File: config.mk
export PLATFORM = sky130hd
export DESIGN_NAME = pnt_dp
export DESIGN_NICKNAME = d
export VERILOG_FILES = /design/src/hw/rtl/pnt_pkg.sv /design/src/hw/rtl/pnt_dp.sv
export SDC_FILE = /design/constraint.sdc
export NUM_CORES = 1
export LEC_CHECK = 0
export BUFFER_PORTS_ARGS = -buffer_cell sky130_fd_sc_hd__buf_2
export CAP_MARGIN = 20
export CORE_ASPECT_RATIO = 0.9
export CORE_UTILIZATION = 65
export DETAILED_ROUTE_END_ITERATION = 8
export PLACE_DENSITY = 0.89
export SETUP_SLACK_MARGIN = 0.02
export SLEW_MARGIN = 20
export SYNTH_ARGS = -nofsm -noshare
export SYNTH_HDL_FRONTEND = slang
export SYNTH_SLANG_ARGS = --single-unit
File: constraint.sdc
create_clock -name clk -period 7.8 [get_ports clk]
set_clock_uncertainty 0.2 [all_clocks]
set_input_delay 0.39 -clock clk [delete_from_list [all_inputs] [get_ports clk]]
set_output_delay 0.39 -clock clk [all_outputs]
set_load 0.02 [all_outputs]
File: src/hw/rtl/pnt_pkg.sv
// ----------------------------------------------------------------------------
// pnt_pkg: shared types and constants for the perfect number tester
// Holds field widths, the controller state type and the command and status
// bundles that pass between controller and datapath.
// ----------------------------------------------------------------------------
package pnt_pkg;

	localparam int VALUE_WIDTH_DEF = 32;  // default operand width
	localparam int IN_W            = 32;  // width of the value and echo ports
	localparam int SUM_W           = 36;  // width of the divisor sum port

	typedef enum logic [1:0] {
		ST_IDLE,
		ST_DIVIDE,
		ST_CHECK,
		ST_FINISH
	} state_t;

	typedef struct packed {
		logic load;      // take a new value, start the first division
		logic div_step;  // one restoring divide step
		logic check;     // test the candidate, accumulate, start the next one
		logic finish;    // close the sum and register the result
	} cmd_t;

	typedef struct packed {
		logic div_last;  // last divide step in progress
		logic loop_end;  // candidate exceeds its cofactor
	} sts_t;

endpackage

File: src/hw/rtl/pnt_dp.sv
// ----------------------------------------------------------------------------
// pnt_dp: datapath of the perfect number tester
// Restoring divider (one quotient bit per cycle), candidate counter,
// divisor sum accumulator and the result registers.
// ----------------------------------------------------------------------------
module pnt_dp #(
	parameter int VALUE_WIDTH = pnt_pkg::VALUE_WIDTH_DEF
) (
	input  logic                      clk,
	input  logic                      arst_n,
	input  pnt_pkg::cmd_t             cmd,
	output pnt_pkg::sts_t             sts,
	input  logic [pnt_pkg::IN_W-1:0]  value,
	output logic [pnt_pkg::IN_W-1:0]  tested_value,
	output logic                      is_perfect,
	output logic [pnt_pkg::SUM_W-1:0] divisor_sum
);

	localparam int W      = VALUE_WIDTH;
	localparam int CNT_W  = $clog2(W);
	// sigma(n) stays below 16n for any operand up to 64 bits
	localparam int ACC_W  = W + 4;
	localparam int VEXT_W = (W > pnt_pkg::IN_W) ? W : pnt_pkg::IN_W;
	localparam int SEXT_W = (ACC_W > pnt_pkg::SUM_W) ? ACC_W : pnt_pkg::SUM_W;

	logic [W-1:0]     n_q;
	logic [W-1:0]     d_q;
	logic [W-1:0]     rem_q;
	logic [W-1:0]     quo_q;
	logic [CNT_W-1:0] cnt_q;
	logic [ACC_W-1:0] acc_q;

	logic [VEXT_W-1:0] value_ext;
	logic [W-1:0]      n_in;
	logic [W:0]        trial;
	logic [W:0]        diff;
	logic              qbit;
	logic [ACC_W-1:0]  addend;
	logic [ACC_W-1:0]  sum_c;
	logic              perfect_c;
	logic [VEXT_W-1:0] echo_ext;
	logic [SEXT_W-1:0] sum_ext;

	assign value_ext = VEXT_W'(value);
	assign n_in      = value_ext[W-1:0];

	// shift the next dividend bit into the partial remainder and try subtracting
	assign trial = {rem_q, quo_q[W-1]};
	assign diff  = trial - {1'b0, d_q};
	assign qbit  = !diff[W];

	// add the divisor, and the cofactor when it is a different divisor
	assign addend = ACC_W'(d_q) + ((quo_q != d_q) ? ACC_W'(quo_q) : ACC_W'(0));

	// the pair for candidate one counted the value itself: drop it
	assign sum_c     = acc_q - ACC_W'(n_q);
	assign perfect_c = (n_q != '0) && (sum_c == ACC_W'(n_q));
	assign echo_ext  = VEXT_W'(n_q);
	assign sum_ext   = SEXT_W'(sum_c);

	assign sts.div_last = (cnt_q == '0);
	assign sts.loop_end = (d_q > quo_q);

	always_ff @(posedge clk) begin
		if (cmd.load) begin
			n_q   <= n_in;
			d_q   <= W'(1);
			rem_q <= '0;
			quo_q <= n_in;
			cnt_q <= CNT_W'(W - 1);
			acc_q <= '0;
		end else if (cmd.div_step) begin
			rem_q <= qbit ? diff[W-1:0] : trial[W-1:0];
			quo_q <= {quo_q[W-2:0], qbit};
			cnt_q <= cnt_q - CNT_W'(1);
		end else if (cmd.check && !sts.loop_end) begin
			if (rem_q == '0) acc_q <= acc_q + addend;
			d_q   <= d_q + W'(1);
			rem_q <= '0;
			quo_q <= n_q;
			cnt_q <= CNT_W'(W - 1);
		end
	end

	always_ff @(posedge clk) begin
		if (cmd.finish) begin
			tested_value <= echo_ext[pnt_pkg::IN_W-1:0];
			is_perfect   <= perfect_c;
			divisor_sum  <= sum_ext[pnt_pkg::SUM_W-1:0];
		end
	end

	a_cand_nonzero: assert property (@(posedge clk) disable iff (!arst_n)
		cmd.check |-> d_q != '0)
		else $error("candidate divisor is zero");

	a_cnt_steps: assert property (@(posedge clk) disable iff (!arst_n)
		(cmd.div_step && cnt_q != '0) |=> cnt_q == $past(cnt_q) - CNT_W'(1))
		else $error("divide step counter out of sequence");

	a_rem_below_d: assert property (@(posedge clk) disable iff (!arst_n)
		cmd.check |-> rem_q < d_q)
		else $error("remainder not below divisor");

endmodule

==> flow_summary_export.csv <==
group,metric,value,unit
worst_setup_path,critical_path_class,"flip-flop to flip-flop",
worst_setup_path,max_stage_delay,0.84,ns
synth,synthSimpleGateAreaFrac,14.6,%
floorplanning,initial_utilization,66.4,%
job,maxCapViolCount,0,
power_and_ir_drop,p_int,0.00345,W
cts,cts_buffers,26,
worst_setup_path,crit_slowest_cell,"a311oi_1",
drt,wire_per_inst,19.5,microns
floorplanning,core_area,25200,sq um
sta,min_period,6.09,ns
sta,drv_slew,0,
placement,finalWeightedCongestion,0.917,
synth,synth_nets,1986,
power_and_ir_drop,switching_share,38.8,%
cts,path_clk_slew,0.06,ns
grt,grt_pass1_vias,13800,
placement,dp_hpwl,32.4,mm
synth,synth.area.top_cells,"edfxtp_1, dfxtp_1, ha_1",
cells_and_area,diodes,0,
floorplanning,dieArea,26400,sq um
cts,clockBufferDepth,3,
worst_setup_path,rr_worst_depth,19,
sta,setup_viol,0,
worst_setup_path,r2r_end,"acc_q[34]$_SDFFE_PP0P_",
drt,drtAntennaViolNets,0,
sta,setup_tns,0,ns
power_and_ir_drop,seqPwrFrac,29.1,%
synth,synth_edf_count,133,
cells_and_area,drive_gt1_share,10.1,%
power_and_ir_drop,clkPwrFrac,22.6,%
cts,ctsRootBufferMaster,"clkbuf_16",
worst_setup_path,worst-path-stages,19,
worst_setup_path,setup.worst_path.end,"acc_q[34]$_SDFFE_PP0P_",
placement,place_ws,1.62,ns
drt,drc,0,
power_and_ir_drop,p_comb_share,48.3,%
drt,dr.pass1.iters,5,
worst_setup_path,ff2ff_setup_slack,1.71,ns
sta,max_freq,0.164,GHz
synth,ys_seq_area_share,36.4,%
synth,ys.flop_type,"edfxtp_1",
worst_setup_path,worstReg2RegStart,"quo_q[31]$_DFFE_PP_",
worst_setup_path,cp_max_fo,17,
floorplanning,io_pins,109,
drt,first_iter_violations,1326,
power_and_ir_drop,powerDensity,302,nW/um^2
drt,totalWireLength,43.9,mm
grt,grt_overflow,0,
cts,h-tree-depth,1,
sta,slew_headroom,21.3,%
grt,antenna_found_initial,1,
grt,grt_max_degree,87,
synth,synth_top_area_cell,"edfxtp_1",
synth,async_flop_share,0,%
synth,synth_most_common_cell,"nor2_1",
synth,synth_top_family_by_area,"compound AO/OA/AOI/OAI gates",
floorplanning,fp.dieW,171,microns
worst_setup_path,critPathArrivalTime,6.29,ns
worst_hold_path,hold_class,"primary input to flip-flop",
synth,synth_compound_area_share,18.2,%
worst_setup_path,crit_family,"compound AO/OA/AOI/OAI gates",
floorplanning,die_h,154,microns
synth,synthMuxAreaShare,4.31,%
worst_setup_path,cp.required,8.00,ns
synth,yosys_register_bits,238,
worst_setup_path,crit_buf_inv,2,
synth,syn-cell-area,16700,sq um
grt,grt_pass1_wl,70.2,mm
floorplanning,rows,55,
grt,grtUsageTotal,33.5,%
synth,syn-instance-count,1782,
cts,clock_latency,0.55,ns
worst_setup_path,start_kind,"flip-flop",
synth,synth_xor_area_share,7.63,%
cts,cts_resized,0,
worst_setup_path,startpoint,"quo_q[31]$_DFFE_PP_",
sta,hold_violations,0,
cts,cts_sinks,238,
worst_setup_path,end_kind,"flip-flop",
cts,cts_tree,"done",
synth,synth_top_area_share,23.9,%
sta,period_share,78.1,%
power_and_ir_drop,ir_drop,0.447,mV
sta,fin_ws,1.71,ns
placement,port_buffers,107,
power_and_ir_drop,p_leak,8.19,nW
synth,synth_warnings,0,
sta,rsz0062_at_grt,"false",
drt,avgViaCountPerCell,6.27,
synth,synthDistinctLibCells,89,
drt,vias,14100,
cells_and_area,fillers,1785,
cells_and_area,nets,2091,
cells_and_area,area_growth,11.6,%
status,status,"finished clean",
synth,synthAdderAreaFrac,14.0,%
worst_setup_path,worstPathCellList,"inv_1 -> ha_1 -> nand4_1 -> nor4_4 -> buf_6 -> a31oi_1 -> fa_1 -> ha_1 -> a21o_1 -> a21oi_1 -> nand2b_1 -> a32o_1 -> a21oi_1 -> a311oi_1 -> o22ai_1 -> o211a_1 -> o21a_1 -> xnor2_1 -> nor2_1",
power_and_ir_drop,netSwitchingPower,0.00219,W
cts,cts_setup_buffers,0,
synth,synthTopCellsByCount,"nor2_1, edfxtp_1, ha_1",
synth,syn_area_per_cell,9.39,sq um
sta,worst_pin_slew,1.18,ns
metal layers:
layer / track usage [%] / vias to the layer above / share of wire [%]
met5: 0 / - / 0.030
li1: - / 6673 / -
met1: 44.1 / 6739 / 42
met2: 56.8 / 569 / 48
met3: 4.63 / 112 / 6.7
met4: 11.4 / 2 / 3.3
power groups by stage:
stage / sequential, W / combinational, W / clock, W
CTS: 0.00164 / 0.00268 / 0.00127
floorplan: 0.00165 / 0.00217 / 0
global route: 0.00166 / 0.00299 / 0.00132
finish: 0.00164 / 0.00272 / 0.00127
detailed placement: 0.00166 / 0.00264 / 0
global placement: 0.00165 / 0.00256 / 0
area by class of cell:
cell class / count / area, sq um / share of cell area, %
sequential: 238 / 6100 / 32.7
clock buffer: 35 / 716 / 3.83
clock inverter: 13 / 150 / 0.804
inverter: 130 / 488 / 2.61
timing repair buffer: 151 / 952 / 5.10
tap: 342 / 428 / 2.29
multi-input combinational: 1340 / 9840 / 52.7
worst reg2reg max path, stage by stage, from the launching register on:
cell	delay (ns)
edfxtp_1	0.33
inv_1	0.15
ha_1	0.36
nand4_1	0.23
nor4_4	0.56
buf_6	0.24
a31oi_1	0.13
fa_1	0.47
ha_1	0.30
a21o_1	0.17
a21oi_1	0.21
nand2b_1	0.18
a32o_1	0.29
a21oi_1	0.19
a311oi_1	0.84
o22ai_1	0.30
o211a_1	0.31
o21a_1	0.19
xnor2_1	0.21
nor2_1	0.07
layout by cell type, fill, tap and decap left out, types with 16 or more instances in the layout:
master         count
nor2_1           141
edfxtp_1         133
ha_1             131
inv_1            130
nand2_1          118
a21oi_1          117
xnor2_1          111
buf_2            106
dfxtp_1          105
o21ai_0           99
mux2i_1           71
a21o_1            55
a31oi_1           42
nor3_1            35
fa_1              35
xor2_1            33
dlygate4sd3_1     32
nand4_1           29
clkbuf_16         27
nand3_1           26
nor4_1            24
o21a_1            22
o21bai_1          20
nor2b_1           16
nand2b_1          16
flip-flops by register name, summed over array words and instances (netlist names):
register / count
acc_q: 36
divisor_sum: 36
quo_q: 32
cnt_q: 5
d_q: 32
tested_value: 32
rem_q: 32
echo_ext: 32
is_perfect: 1
worst min path at each step:
stage / from / to / slack (ns) / cells after the start
after CTS: cmd[3] / acc_q[25]$_SDFFE_PP0P_ / 0.03 / 2
after detailed placement: cnt_q[4]$_SDFFE_PP1P_ / cnt_q[4]$_SDFFE_PP1P_ / 0.28 / 1
after floorplan: cnt_q[4]$_SDFFE_PP1P_ / cnt_q[4]$_SDFFE_PP1P_ / 0.24 / 1
after global placement: cnt_q[4]$_SDFFE_PP1P_ / cnt_q[4]$_SDFFE_PP1P_ / 0.27 / 1
final: cmd[3] / acc_q[30]$_SDFFE_PP0P_ / 0.04 / 2
after global routing: cmd[3] / acc_q[27]$_SDFFE_PP0P_ / 0.05 / 2
metrics by stage:
stage / total power [W] / cell area, sq um / util, % / hold WS [ns] / cells
final: 0.00563 / 18700 / 74.1 / 0.0396 / 2249
after global routing: 0.00597 / 18700 / 74.1 / 0.0501 / 2249
after CTS: 0.00558 / 18700 / 74.1 / 0.0306 / 2248
after detailed placement: 0.00430 / 17500 / 69.4 / 0.278 / 2168
after global placement: 0.00421 / 17500 / 69.4 / 0.265 / 2168
after floorplan: 0.00382 / 16700 / - / 0.244 / 1782
repair_timing:
action	4_1_cts	5_1_grt
hold buffers	32	0
hold endpoints to repair	55	0
setup endpoints to repair	0	0
cell families after synthesis:
group,after synthesis
AO/OA/AOI/OAI,469
XOR/XNOR,145
adder cells (fa/ha/maj),166
buffers and inverters,204
AND/OR/NAND/NOR,488
flip-flops,238
multiplexers,72
Note: power is estimated with default switching activity, not from simulation.
